<file path="config.mk">
export PLATFORM = sky130hd
export DESIGN_NAME = lidar_point_angle_ring_splitter_top
export DESIGN_NICKNAME = d
export VERILOG_FILES = /design/src/rtl/lpars_pkg.sv /design/src/rtl/lidar_point_angle_ring_splitter_top.sv /design/src/rtl/lpars_isqrt.sv /design/src/rtl/lpars_cordic.sv
export VERILOG_INCLUDE_DIRS = /design/src /design/src/rtl
export SDC_FILE = /design/constraint.sdc
export NUM_CORES = 2
export LEC_CHECK = 0
export ABC_AREA = 1
export BUFFER_PORTS_ARGS = -buffer_cell sky130_fd_sc_hd__clkbuf_2
export CORE_MARGIN = 1.5
export CORE_UTILIZATION = 65
export DETAILED_ROUTE_END_ITERATION = 10
export PLACE_DENSITY = 0.87
export SYNTH_ARGS = -nofsm -noshare
export SYNTH_HDL_FRONTEND = slang
export SYNTH_SLANG_ARGS = --single-unit
export TNS_END_PERCENT = 100
</file>
<file path="constraint.sdc">
create_clock -name clock -period 8.61 [get_ports clock]
set_input_delay 1.722 -clock clock [delete_from_list [all_inputs] [get_ports clock]]
set_output_delay 1.722 -clock clock [all_outputs]
set_load 0.01 [all_outputs]
</file>
<file path="src/rtl/lidar_point_angle_ring_splitter_top_assert.svh">
// Assertion macros shared by the lidar angle and ring splitter RTL.
`ifndef LIDAR_POINT_ANGLE_RING_SPLITTER_TOP_ASSERT_SVH
`define LIDAR_POINT_ANGLE_RING_SPLITTER_TOP_ASSERT_SVH
`ifndef SYNTH
`define LPARS_ASSERT_SAME(label, clk, rst, ante, cons) \
   label: assert property (@(posedge clk) disable iff (rst) (ante) |-> (cons)) \
      else $error("lpars assertion failed");
`define LPARS_ASSERT_NEXT(label, clk, rst, ante, cons) \
   label: assert property (@(posedge clk) disable iff (rst) (ante) |=> (cons)) \
      else $error("lpars assertion failed");
`else
`define LPARS_ASSERT_SAME(label, clk, rst, ante, cons)
`define LPARS_ASSERT_NEXT(label, clk, rst, ante, cons)
`endif
`endif

</file>
<file path="src/rtl/lpars_pkg.sv">
// Shared types, constants and the arctangent table of the lidar angle splitter.
package lpars_pkg;

   localparam int ACC_Q            = 16;
   localparam int ACC_W            = 26;
   localparam int GUARD_BITS       = 20;
   localparam int TAB_IDX_W        = 5;
   localparam int VERT_W           = 16;
   localparam int HORIZ_W          = 17;
   localparam int TRUNC_W          = 9;
   localparam int RING_W           = 10;
   localparam int JUMP_W           = 17;
   localparam int HOLD_W           = 8;
   localparam int CSR_IDX_W        = 1;
   localparam int DEG_HALF_TURN    = 180;
   localparam int DEG_QUARTER_TURN = 90;

   localparam logic [RING_W-1:0] RING_MAX      = 10'd1023;
   localparam logic [JUMP_W-1:0] JUMP_RESET    = 17'd23040;
   localparam logic [HOLD_W-1:0] HOLDOFF_RESET = 8'd10;

   typedef enum logic [CSR_IDX_W-1:0] {
      REG_JUMP_THRESHOLD = 1'b0,
      REG_HOLDOFF_POINTS = 1'b1
   } csr_reg_type;

   // round(atan(2^-i) * 180 / pi * 2^16)
   function automatic logic [ACC_W-1:0] atan_tab_entry(input logic [TAB_IDX_W-1:0] idx);
      logic [ACC_W-1:0] val;
      case (idx)
         5'd0:    val = 26'd2949120;
         5'd1:    val = 26'd1740967;
         5'd2:    val = 26'd919879;
         5'd3:    val = 26'd466945;
         5'd4:    val = 26'd234379;
         5'd5:    val = 26'd117304;
         5'd6:    val = 26'd58666;
         5'd7:    val = 26'd29335;
         5'd8:    val = 26'd14668;
         5'd9:    val = 26'd7334;
         5'd10:   val = 26'd3667;
         5'd11:   val = 26'd1833;
         5'd12:   val = 26'd917;
         5'd13:   val = 26'd458;
         5'd14:   val = 26'd229;
         5'd15:   val = 26'd115;
         5'd16:   val = 26'd57;
         5'd17:   val = 26'd29;
         5'd18:   val = 26'd14;
         5'd19:   val = 26'd7;
         5'd20:   val = 26'd4;
         5'd21:   val = 26'd2;
         5'd22:   val = 26'd1;
         default: val = 26'd0;
      endcase
      return val;
   endfunction

endpackage

</file>
<file path="src/rtl/lidar_point_angle_ring_splitter_top.sv">
// Top level of the lidar point angle and scan ring splitter.
//
// The block takes one lidar point (x, y, z in millimeters, plus a scan start
// flag) per input transaction on the req_ channel and returns one result
// transaction on the rsp_ channel: the elevation and azimuth angles in
// 1/2^ANGLE_FRAC_BITS degree, whether the point was jump-tested, whether it
// opens a new scan ring, its index in the scan and the saturating ring count.
// An item occupies the block through the bit-serial square root of x*x + y*y,
// one root bit per cycle, followed by the elevation pass of the shared CORDIC
// unit, one rotation per cycle; the azimuth pass of the same unit overlaps the
// root. req_stall is high while an item is in flight.
// The result sits in an output register; a stalled result holds its payload,
// and the next point is accepted while it waits. A further result is only
// loaded once the pending one has been taken.
// Reset is synchronous and active high; it resets the control, configuration
// and per-scan registers; the first point after reset is treated as a scan start.
// The csr_ channel writes the jump threshold and holdoff length; it is always
// ready and should only be used while the block is idle.
`include "lidar_point_angle_ring_splitter_top_assert.svh"
module lidar_point_angle_ring_splitter_top
   import lpars_pkg::*;
#(
   parameter int COORD_BITS      = 18,
   parameter int ANGLE_FRAC_BITS = 8,
   parameter int CORDIC_STEPS    = 16,
   parameter int INDEX_BITS      = 18
) (
   input  logic                          clock,
   input  logic                          reset,

   input  logic                          req_valid,
   output logic                          req_stall,
   input  logic signed [COORD_BITS-1:0]  req_x,
   input  logic signed [COORD_BITS-1:0]  req_y,
   input  logic signed [COORD_BITS-1:0]  req_z,
   input  logic                          req_scan_start,

   output logic                          rsp_valid,
   input  logic                          rsp_stall,
   output logic signed [VERT_W-1:0]      rsp_vert_angle,
   output logic signed [HORIZ_W-1:0]     rsp_horiz_angle,
   output logic                          rsp_tested,
   output logic                          rsp_ring_start,
   output logic [INDEX_BITS-1:0]         rsp_point_index,
   output logic [RING_W-1:0]             rsp_ring_count,

   input  logic                          csr_valid,
   output logic                          csr_ready,
   input  logic [CSR_IDX_W-1:0]          csr_index,
   input  logic [JUMP_W-1:0]             csr_wdata
);

   localparam int IW    = COORD_BITS + 2;
   localparam int HW    = ANGLE_FRAC_BITS + 10;
   localparam int DW    = ANGLE_FRAC_BITS + 20;
   localparam int SHIFT = ACC_Q - ANGLE_FRAC_BITS;
   localparam logic [ACC_W-1:0] HALF = ACC_W'((64'd1 << SHIFT) >> 1);
   localparam logic signed [ACC_W-1:0] LIM_H = ACC_W'(DEG_HALF_TURN << ACC_Q);
   localparam logic signed [ACC_W-1:0] LIM_V = ACC_W'(DEG_QUARTER_TURN << ACC_Q);
   localparam logic signed [HW-1:0] UNIT_M1 = HW'((64'd1 << ANGLE_FRAC_BITS) - 1);

   typedef enum logic [6:0] {
      ST_IDLE   = 7'b0000001,
      ST_SQX    = 7'b0000010,
      ST_SQY    = 7'b0000100,
      ST_ROOT   = 7'b0001000,
      ST_WAIT_H = 7'b0010000,
      ST_VERT   = 7'b0100000,
      ST_FINISH = 7'b1000000
   } state_type;

   // Clamp a Q16 degree angle and round it to the output grid, half away from zero.
   function automatic logic signed [HW-1:0] to_output(input logic signed [ACC_W-1:0] acc,
                                                     input logic signed [ACC_W-1:0] lim);
      logic signed [ACC_W-1:0] clamped;
      logic [ACC_W-1:0]        mag;
      logic [ACC_W-1:0]        rnd;
      clamped = acc;
      if (acc > lim) begin
         clamped = lim;
      end
      if (acc < -lim) begin
         clamped = -lim;
      end
      mag = (clamped < 0) ? $unsigned(-clamped) : $unsigned(clamped);
      rnd = (mag + HALF) >> SHIFT;
      return (clamped < 0) ? -$signed(HW'(rnd)) : $signed(HW'(rnd));
   endfunction

   state_type state_ff, state_in;

   // Latched point and arithmetic registers.
   logic signed [COORD_BITS-1:0]  x_ff;
   logic signed [COORD_BITS-1:0]  y_ff;
   logic signed [COORD_BITS-1:0]  z_ff;
   logic                          scan_ff;
   logic [2*COORD_BITS-1:0]       mul_ff;
   logic [2*COORD_BITS-1:0]       xsq_ff;
   logic signed [HW-1:0]          horiz_ff;

   // Configuration and per-scan state.
   logic [JUMP_W-1:0]             jump_ff;
   logic [HOLD_W-1:0]             holdoff_ff;
   logic signed [TRUNC_W-1:0]     last_ff,  last_in;
   logic signed [TRUNC_W-1:0]     blast_ff, blast_in;
   logic                          ha_ff,    ha_in;
   logic [HOLD_W-1:0]             hc_ff,    hc_in;
   logic [INDEX_BITS-1:0]         pc_ff,    pc_in;
   logic [RING_W-1:0]             rc_ff,    rc_in;

   // Result register.
   logic                          rsp_valid_ff;
   logic signed [VERT_W-1:0]      rsp_vert_ff;
   logic signed [HORIZ_W-1:0]     rsp_horiz_ff;
   logic                          rsp_tested_ff;
   logic                          rsp_ring_ff;
   logic [INDEX_BITS-1:0]         rsp_index_ff;
   logic [RING_W-1:0]             rsp_count_ff;

   logic                          accept;
   logic                          out_free;
   logic                          commit;
   logic signed [COORD_BITS-1:0]  sq_op;
   logic signed [2*COORD_BITS-1:0] sq_ext;
   logic                          cordic_start;
   logic signed [IW-1:0]          cordic_x;
   logic signed [IW-1:0]          cordic_y;
   logic                          cordic_busy;
   logic signed [ACC_W-1:0]       cordic_acc;
   logic                          root_start;
   logic                          root_busy;
   logic [COORD_BITS-1:0]         radius;
   logic                          both_done;

   logic                          first;
   logic signed [HW-1:0]          vert_val;
   logic signed [HW-1:0]          horiz_adj;
   logic signed [HW-1:0]          trunc_full;
   logic signed [TRUNC_W-1:0]     trunc_deg;
   logic signed [TRUNC_W-1:0]     last_sel;
   logic signed [TRUNC_W-1:0]     blast_sel;
   logic                          ha_sel;
   logic [HOLD_W-1:0]             hc_sel;
   logic [INDEX_BITS-1:0]         pc_sel;
   logic [RING_W-1:0]             rc_sel;
   logic                          holding;
   logic                          tested;
   logic                          ring;
   logic signed [DW-1:0]          hz_ext;
   logic signed [DW-1:0]          diff_last;
   logic signed [DW-1:0]          diff_blast;
   logic signed [DW-1:0]          thr_ext;

   assign accept    = req_valid && !req_stall;
   assign req_stall = (state_ff != ST_IDLE);
   assign out_free  = !rsp_valid_ff || !rsp_stall;
   assign both_done = !cordic_busy && !root_busy;
   assign commit    = (state_ff == ST_FINISH) && out_free;
   assign csr_ready = 1'b1;

   // The one multiplier forms x*x and then y*y.
   assign sq_op  = (state_ff == ST_SQX) ? x_ff : y_ff;
   assign sq_ext = (2*COORD_BITS)'(sq_op);

   // The CORDIC unit runs the azimuth atan2(y, -x) first, then the elevation
   // atan2(z, radius) once the square root has finished.
   always_comb begin
      cordic_start = 1'b0;
      cordic_x     = -IW'(x_ff);
      cordic_y     = IW'(y_ff);
      if (state_ff == ST_SQX) begin
         cordic_start = 1'b1;
      end else if (state_ff == ST_WAIT_H) begin
         cordic_x     = $signed(IW'(radius));
         cordic_y     = IW'(z_ff);
         cordic_start = both_done;
      end
   end

   assign root_start = (state_ff == ST_ROOT);

   lpars_isqrt #(
      .COORD_BITS (COORD_BITS)
   ) u_isqrt (
      .clock    (clock),
      .reset    (reset),
      .start    (root_start),
      .radicand (xsq_ff + mul_ff),
      .busy     (root_busy),
      .root     (radius)
   );

   lpars_cordic #(
      .COORD_BITS   (COORD_BITS),
      .CORDIC_STEPS (CORDIC_STEPS)
   ) u_cordic (
      .clock (clock),
      .reset (reset),
      .start (cordic_start),
      .xin   (cordic_x),
      .yin   (cordic_y),
      .busy  (cordic_busy),
      .angle (cordic_acc)
   );

   always_comb begin
      state_in = state_ff;
      case (state_ff)
         ST_IDLE: begin
            if (accept) begin
               state_in = ST_SQX;
            end
         end
         ST_SQX:    state_in = ST_SQY;
         ST_SQY:    state_in = ST_ROOT;
         ST_ROOT:   state_in = ST_WAIT_H;
         ST_WAIT_H: begin
            if (both_done) begin
               state_in = ST_VERT;
            end
         end
         ST_VERT: begin
            if (!cordic_busy) begin
               state_in = ST_FINISH;
            end
         end
         ST_FINISH: begin
            if (out_free) begin
               state_in = ST_IDLE;
            end
         end
         default:   state_in = ST_IDLE;
      endcase
   end

   // Ring test. A scan start, or a point counter still at zero, restarts all
   // per-scan state with this point's own truncated azimuth before the test.
   always_comb begin
      vert_val   = to_output(cordic_acc, LIM_V);
      horiz_adj  = horiz_ff[HW-1] ? (horiz_ff + UNIT_M1) : horiz_ff;
      trunc_full = horiz_adj >>> ANGLE_FRAC_BITS;
      trunc_deg  = trunc_full[TRUNC_W-1:0];

      first     = scan_ff || (pc_ff == '0);
      pc_sel    = first ? '0 : pc_ff;
      rc_sel    = first ? '0 : rc_ff;
      ha_sel    = first ? 1'b1 : ha_ff;
      hc_sel    = first ? '0 : hc_ff;
      last_sel  = first ? trunc_deg : last_ff;
      blast_sel = first ? trunc_deg : blast_ff;

      holding = ha_sel && (hc_sel < holdoff_ff);
      tested  = !holding;

      hz_ext     = DW'(horiz_ff);
      thr_ext    = $signed(DW'(jump_ff));
      diff_last  = hz_ext - (DW'(last_sel) <<< ANGLE_FRAC_BITS);
      diff_blast = hz_ext - (DW'(blast_sel) <<< ANGLE_FRAC_BITS);
      ring       = tested && (diff_last > thr_ext) && (diff_blast > thr_ext);

      ha_in    = holding || ring;
      hc_in    = holding ? (hc_sel + 1'b1) : '0;
      rc_in    = (ring && (rc_sel < RING_MAX)) ? (rc_sel + 1'b1) : rc_sel;
      pc_in    = (pc_sel != '1) ? (pc_sel + 1'b1) : pc_sel;
      blast_in = last_sel;
      last_in  = trunc_deg;
   end

   always_ff @(posedge clock) begin
      if (reset) begin
         state_ff     <= ST_IDLE;
         rsp_valid_ff <= 1'b0;
         jump_ff      <= JUMP_RESET;
         holdoff_ff   <= HOLDOFF_RESET;
         last_ff      <= '0;
         blast_ff     <= '0;
         ha_ff        <= 1'b1;
         hc_ff        <= '0;
         pc_ff        <= '0;
         rc_ff        <= '0;
      end else begin
         state_ff <= state_in;
         if (commit) begin
            rsp_valid_ff <= 1'b1;
            last_ff      <= last_in;
            blast_ff     <= blast_in;
            ha_ff        <= ha_in;
            hc_ff        <= hc_in;
            pc_ff        <= pc_in;
            rc_ff        <= rc_in;
         end else if (!rsp_stall) begin
            rsp_valid_ff <= 1'b0;
         end
         if (csr_valid && csr_ready) begin
            case (csr_index)
               REG_JUMP_THRESHOLD: jump_ff    <= csr_wdata;
               REG_HOLDOFF_POINTS: holdoff_ff <= csr_wdata[HOLD_W-1:0];
               default: ;
            endcase
         end
      end
   end

   always_ff @(posedge clock) begin
      if (accept) begin
         x_ff    <= req_x;
         y_ff    <= req_y;
         z_ff    <= req_z;
         scan_ff <= req_scan_start;
      end
      if (state_ff == ST_SQX || state_ff == ST_SQY) begin
         mul_ff <= $unsigned(sq_ext * sq_ext);
      end
      if (state_ff == ST_SQY) begin
         xsq_ff <= mul_ff;
      end
      if (state_ff == ST_WAIT_H && both_done) begin
         horiz_ff <= to_output(cordic_acc, LIM_H);
      end
      if (commit) begin
         rsp_vert_ff   <= VERT_W'(vert_val);
         rsp_horiz_ff  <= HORIZ_W'(horiz_ff);
         rsp_tested_ff <= tested;
         rsp_ring_ff   <= ring;
         rsp_index_ff  <= pc_sel;
         rsp_count_ff  <= rc_in;
      end
   end

   assign rsp_valid       = rsp_valid_ff;
   assign rsp_vert_angle  = rsp_vert_ff;
   assign rsp_horiz_angle = rsp_horiz_ff;
   assign rsp_tested      = rsp_tested_ff;
   assign rsp_ring_start  = rsp_ring_ff;
   assign rsp_point_index = rsp_index_ff;
   assign rsp_ring_count  = rsp_count_ff;

   `LPARS_ASSERT_SAME(a_ring_tested, clock, reset, rsp_valid_ff && rsp_ring_ff, rsp_tested_ff)
   `LPARS_ASSERT_NEXT(a_vert_launch, clock, reset, state_ff == ST_WAIT_H && both_done, state_ff == ST_VERT && cordic_busy)
   `LPARS_ASSERT_NEXT(a_result_load, clock, reset, commit, rsp_valid_ff && state_ff == ST_IDLE)

endmodule

</file>
<file path="src/rtl/lpars_isqrt.sv">
// Bit-serial integer square root, one result bit per cycle.
module lpars_isqrt
   import lpars_pkg::*;
#(
   parameter int COORD_BITS = 18
) (
   input  logic                      clock,
   input  logic                      reset,
   input  logic                      start,
   input  logic [2*COORD_BITS-1:0]   radicand,
   output logic                      busy,
   output logic [COORD_BITS-1:0]     root
);

   localparam int RW    = COORD_BITS + 2;
   localparam int CNT_W = $clog2(COORD_BITS);
   localparam logic [CNT_W-1:0] CNT_LAST = CNT_W'(COORD_BITS - 1);

   logic                      busy_ff;
   logic [CNT_W-1:0]          cnt_ff;
   logic [2*COORD_BITS-1:0]   rad_ff;
   logic [RW-1:0]             rem_ff;
   logic [COORD_BITS-1:0]     root_ff;
   logic [RW-1:0]             rem_try;
   logic [RW-1:0]             trial;
   logic                      fits;

   always_comb begin
      rem_try = {rem_ff[RW-3:0], rad_ff[2*COORD_BITS-1 -: 2]};
      trial   = {root_ff, 2'b01};
      fits    = (rem_try >= trial);
   end

   always_ff @(posedge clock) begin
      if (reset) begin
         busy_ff <= 1'b0;
         cnt_ff  <= '0;
      end else if (start) begin
         busy_ff <= 1'b1;
         cnt_ff  <= '0;
      end else if (busy_ff) begin
         cnt_ff <= cnt_ff + 1'b1;
         if (cnt_ff == CNT_LAST) begin
            busy_ff <= 1'b0;
         end
      end
   end

   always_ff @(posedge clock) begin
      if (start) begin
         rad_ff  <= radicand;
         rem_ff  <= '0;
         root_ff <= '0;
      end else if (busy_ff) begin
         rad_ff  <= {rad_ff[2*COORD_BITS-3:0], 2'b00};
         rem_ff  <= fits ? (rem_try - trial) : rem_try;
         root_ff <= {root_ff[COORD_BITS-2:0], fits};
      end
   end

   assign busy = busy_ff;
   assign root = root_ff;

endmodule

</file>
<file path="src/rtl/lpars_cordic.sv">
// Shared vectoring CORDIC unit that iterates one rotation per cycle.
`include "lidar_point_angle_ring_splitter_top_assert.svh"
module lpars_cordic
   import lpars_pkg::*;
#(
   parameter int COORD_BITS   = 18,
   parameter int CORDIC_STEPS = 16
) (
   input  logic                          clock,
   input  logic                          reset,
   input  logic                          start,
   input  logic signed [COORD_BITS+1:0]  xin,
   input  logic signed [COORD_BITS+1:0]  yin,
   output logic                          busy,
   output logic signed [ACC_W-1:0]       angle
);

   localparam int IW = COORD_BITS + 2;
   localparam int CW = COORD_BITS + GUARD_BITS + 5;
   localparam int SW = $clog2(CORDIC_STEPS);
   localparam logic [SW-1:0] STEP_LAST = SW'(CORDIC_STEPS - 1);
   localparam logic signed [ACC_W-1:0] QUARTER = ACC_W'(DEG_QUARTER_TURN << ACC_Q);

   logic                     busy_ff;
   logic [SW-1:0]            step_ff;
   logic                     zero_ff;
   logic signed [CW-1:0]     x_ff;
   logic signed [CW-1:0]     y_ff;
   logic signed [ACC_W-1:0]  acc_ff;

   logic signed [IW-1:0]     x0;
   logic signed [IW-1:0]     y0;
   logic signed [ACC_W-1:0]  a0;
   logic signed [CW-1:0]     dx;
   logic signed [CW-1:0]     dy;
   logic signed [ACC_W-1:0]  step_angle;
   logic signed [CW-1:0]     x_in;
   logic signed [CW-1:0]     y_in;
   logic signed [ACC_W-1:0]  acc_in;
   logic [TAB_IDX_W-1:0]     tab_idx;

   // Left half-plane vectors are turned by a quarter turn first.
   always_comb begin
      x0 = xin;
      y0 = yin;
      a0 = '0;
      if (xin < 0) begin
         if (yin >= 0) begin
            x0 = yin;
            y0 = -xin;
            a0 = QUARTER;
         end else begin
            x0 = -yin;
            y0 = xin;
            a0 = -QUARTER;
         end
      end
   end

   always_comb begin
      tab_idx    = TAB_IDX_W'(step_ff);
      step_angle = $signed(atan_tab_entry(tab_idx));
      dx         = x_ff >>> step_ff;
      dy         = y_ff >>> step_ff;
      if (y_ff >= 0) begin
         x_in   = x_ff + dy;
         y_in   = y_ff - dx;
         acc_in = acc_ff + step_angle;
      end else begin
         x_in   = x_ff - dy;
         y_in   = y_ff + dx;
         acc_in = acc_ff - step_angle;
      end
   end

   always_ff @(posedge clock) begin
      if (reset) begin
         busy_ff <= 1'b0;
         step_ff <= '0;
      end else if (start) begin
         busy_ff <= 1'b1;
         step_ff <= '0;
      end else if (busy_ff) begin
         step_ff <= step_ff + 1'b1;
         if (step_ff == STEP_LAST) begin
            busy_ff <= 1'b0;
         end
      end
   end

   always_ff @(posedge clock) begin
      if (start) begin
         zero_ff <= (xin == '0) && (yin == '0);
         x_ff    <= CW'(x0) <<< GUARD_BITS;
         y_ff    <= CW'(y0) <<< GUARD_BITS;
         acc_ff  <= a0;
      end else if (busy_ff) begin
         x_ff   <= x_in;
         y_ff   <= y_in;
         acc_ff <= acc_in;
      end
   end

   assign busy  = busy_ff;
   assign angle = zero_ff ? '0 : acc_ff;

   `LPARS_ASSERT_NEXT(a_start_busy, clock, reset, start, busy_ff)
   `LPARS_ASSERT_NEXT(a_step_end, clock, reset, busy_ff && !start && step_ff == STEP_LAST, !busy_ff)

endmodule
</file>
==> results.toml <==
[detailed_routing]
route.vias.total = 45700
drtPass1Iterations = 7
vias_per_cell = 5.77
post_drt_wl_per_cell_um = 17.3
wirelength_mm = 137
drc_errors = 0
drtIter0Drc = 4461
drtAntennaViolNets = 0

[hold_path]
hp-start = "mul_ff[6]"
worstHoldPathType = "register to register"
worstHoldPathCells = 0

[place]
dp_hpwl_mm = 107
place_ws_ns = 0.208
placed_area_mm2 = 0.0522
port-buffer-count = 142
gp_congestion = 1.01

[die]
ios = 144
core_area_mm2 = 0.0772
die_w_um = 282
die_area_mm2 = 0.0795
dieHeight_um = 282
initial_utilization_pct = 65.5
rows = 102

[timing]
finalWorstSetupSlack_ns = 0.456
hold_slack_ns = 0.438
slew_headroom_pct = 20.3
tightestPinTransition_ns = 1.19
slew_violations = 0
final-setup-viol-count = 0
max_freq_mhz = 123
min_period_over_period_pct = 94.7
fin_crit_ns = 8.15
finClkSkew_ns = 0.0634
final-hold-violation-count = 0

[setup_path]
worstSetupPathType = "register to register"
worstSetupStartpointType = "register"
max_stage_delay_ns = 0.53
cp_common_cell = "inv_1"
ff2ff_path_depth = 35
timing.rr.start = "state_ff[2]"
worstPathRequired_ns = 8.96
endpoint_kind = "register"
critPathArrivalTime_ns = 8.51
cp_max_fo = 18
crit_start = "state_ff[2]"
slowest_stage = "fa_1"

[grt]
overflow = 0
grt_pass1_wl_mm = 222
antenna_found_initial = 1
grt_pass1_vias = 44200
grtUsageTotal_pct = 34.5
grt_max_degree = 82

[layout]
final_nets = 7561
syn2layout_area_growth_pct = 7.06
layout-drive-gt1-share_pct = 6.75
final_area_mm2 = 0.0541
final_cell_mix = "1420 x nand2_1, 1176 x inv_1, 591 x nor2_1, 478 x o21ai_0, 393 x a21oi_1"
final_common_cell = "nand2_1"

[clocking]
cts_tree = "yes"
clock_path_buffers = 3
cts_sinks = 512
root_buffer = "clkbuf_16"
postCtsSetupBuffers = 0
numCtsBuffers = 57
cts_max_level = 2
clk_latency_ns = 0.67
clk_pin_slew_ns = 0.06

[yosys]
async_flop_share_pct = 0
yosysSeqAreaShare_pct = 26.5
ys_ff_latch = 512
synth_edf_count = 315
synth_cells = 6779
syn_nets = 7501
syn_area_mm2 = 0.0506
netlist-cell-type-count = 75
ys_warn_count = 0
synth-main-ff-cell = "edfxtp_1"
syn_avg_cell_area_um2 = 7.46

[run_status]
status = "finished clean"

[job]
cap_violations = 0
==> critical path, delay by kind of cell, from the launching register on <==
kind	cells	cell delay, ns
AOI/OAI and AO/OA	10	2.33
xor gates and xnor gates	1	0.10
adders and majority gates	7	2.89
buffers and inverters	10	1.09
DFF	1	0.35
and+or+nand+nor	7	1.13
==> metrics by stage <==
stage | setup TNS, ns | cells | utilization (%)
detailed placement | 0 | 7820 | 67.5
global route | -0.0281 | 7928 | 70.1
floorplan | 0 | 6779 | -
global placement | 0 | 7820 | 67.5
finish | 0 | 7929 | 70.1
CTS | 0 | 7928 | 70.1
==> metal layers <==
metal | track usage, % | up-vias | part of all wire [%] | wire (µm)
li1 | - | 22100 | - | -
met1 | 44.7 | 21200 | 41 | 55900
met2 | 58.0 | 2047 | 47 | 63800
met5 | 0 | - | 0 | 0
met3 | 5.79 | 351 | 8.8 | 12000
met4 | 12.6 | 0 | 3.8 | 5190
==> state kept, by name (all words and copies together), names as in the netlist, 10 cells and up <==
signal and flops:
u_cordic.x_ff 43, u_cordic.y_ff 43, u_isqrt.rad_ff 36, mul_ff 35, xsq_ff 35, u_cordic.acc_ff 26
u_cordic.step_angle 22, horiz_ff 18, pc_ff 18, rsp_point_index 18, u_isqrt.rem_ff 18, u_isqrt.root 18
x_ff 18, y_ff 18, z_ff 18, jump_ff 17, rsp_horiz_angle 17, rsp_vert_angle 16
rc_ff 10, rsp_ring_count 10
==> cells by family after synthesis <==
group | count (synthesis) | share of synthesized area, %
compound gates | 1251 | 14.1
xor+xnor | 339 | 5.89
fa+ha+maj | 644 | 20.4
buf+inv | 1401 | 10.7
flops | 512 | 26.5
mux | 52 | 1.03
other cells | 1 | 0.00742
simple gates | 2579 | 21.4
==> cell type report <==
| class | count | area (µm²) |
|---|---|---|
| clock inverter | 28 | 317 |
| sequential | 512 | 13400 |
| timing repair buffer | 196 | 1120 |
| tap | 1040 | 1300 |
| multi-input combinational | 4866 | 31800 |
| inverter | 1206 | 4550 |
| antenna | 1 | 2.50 |
| fill | 6253 | 23100 |
| clock buffer | 80 | 1650 |
==> timing repair <==
action / CTS / global route
hold endpoints to repair: 0 / 0
gates resized for setup: 0 / 12
setup endpoints to repair: 0 / 12
hold buffers: 0 / 0
==> Yosys cell counts, types with 36 or more instances <==
cell type     n  area share (%)
nand2_1    1424              11
inv_1      1183             8.8
nor2_1      595             4.4
o21ai_0     483             4.8
a21oi_1     394             3.9
ha_1        343             8.5
edfxtp_1    315              19
fa_1        301              12
nand3_1     255             2.5
xor2_1      208             3.6
dfxtp_1     197             7.8
xnor2_1     130             2.3
clkbuf_1    117            0.87
nor3_1       81            0.80
o22ai_1      61            0.75
nand4_1      58            0.72
or2_2        55            0.68
mux2i_1      52             1.0
o211ai_1     43            0.64
a31oi_1      40            0.49
o21ai_1      40            0.40
o21a_1       36            0.53
==> worst paths after layout <==
| kind | to | slack, ns |
|---|---|---|
| min | xsq_ff[6] | 0.44 |
| max | mul_ff[33] | 0.46 |
| min reg2reg | xsq_ff[6] | 0.44 |
| max reg2reg | mul_ff[33] | 0.46 |
Power is not shown: default switching activity piles up to over one toggle a cycle in this logic, so the estimate is an artifact.
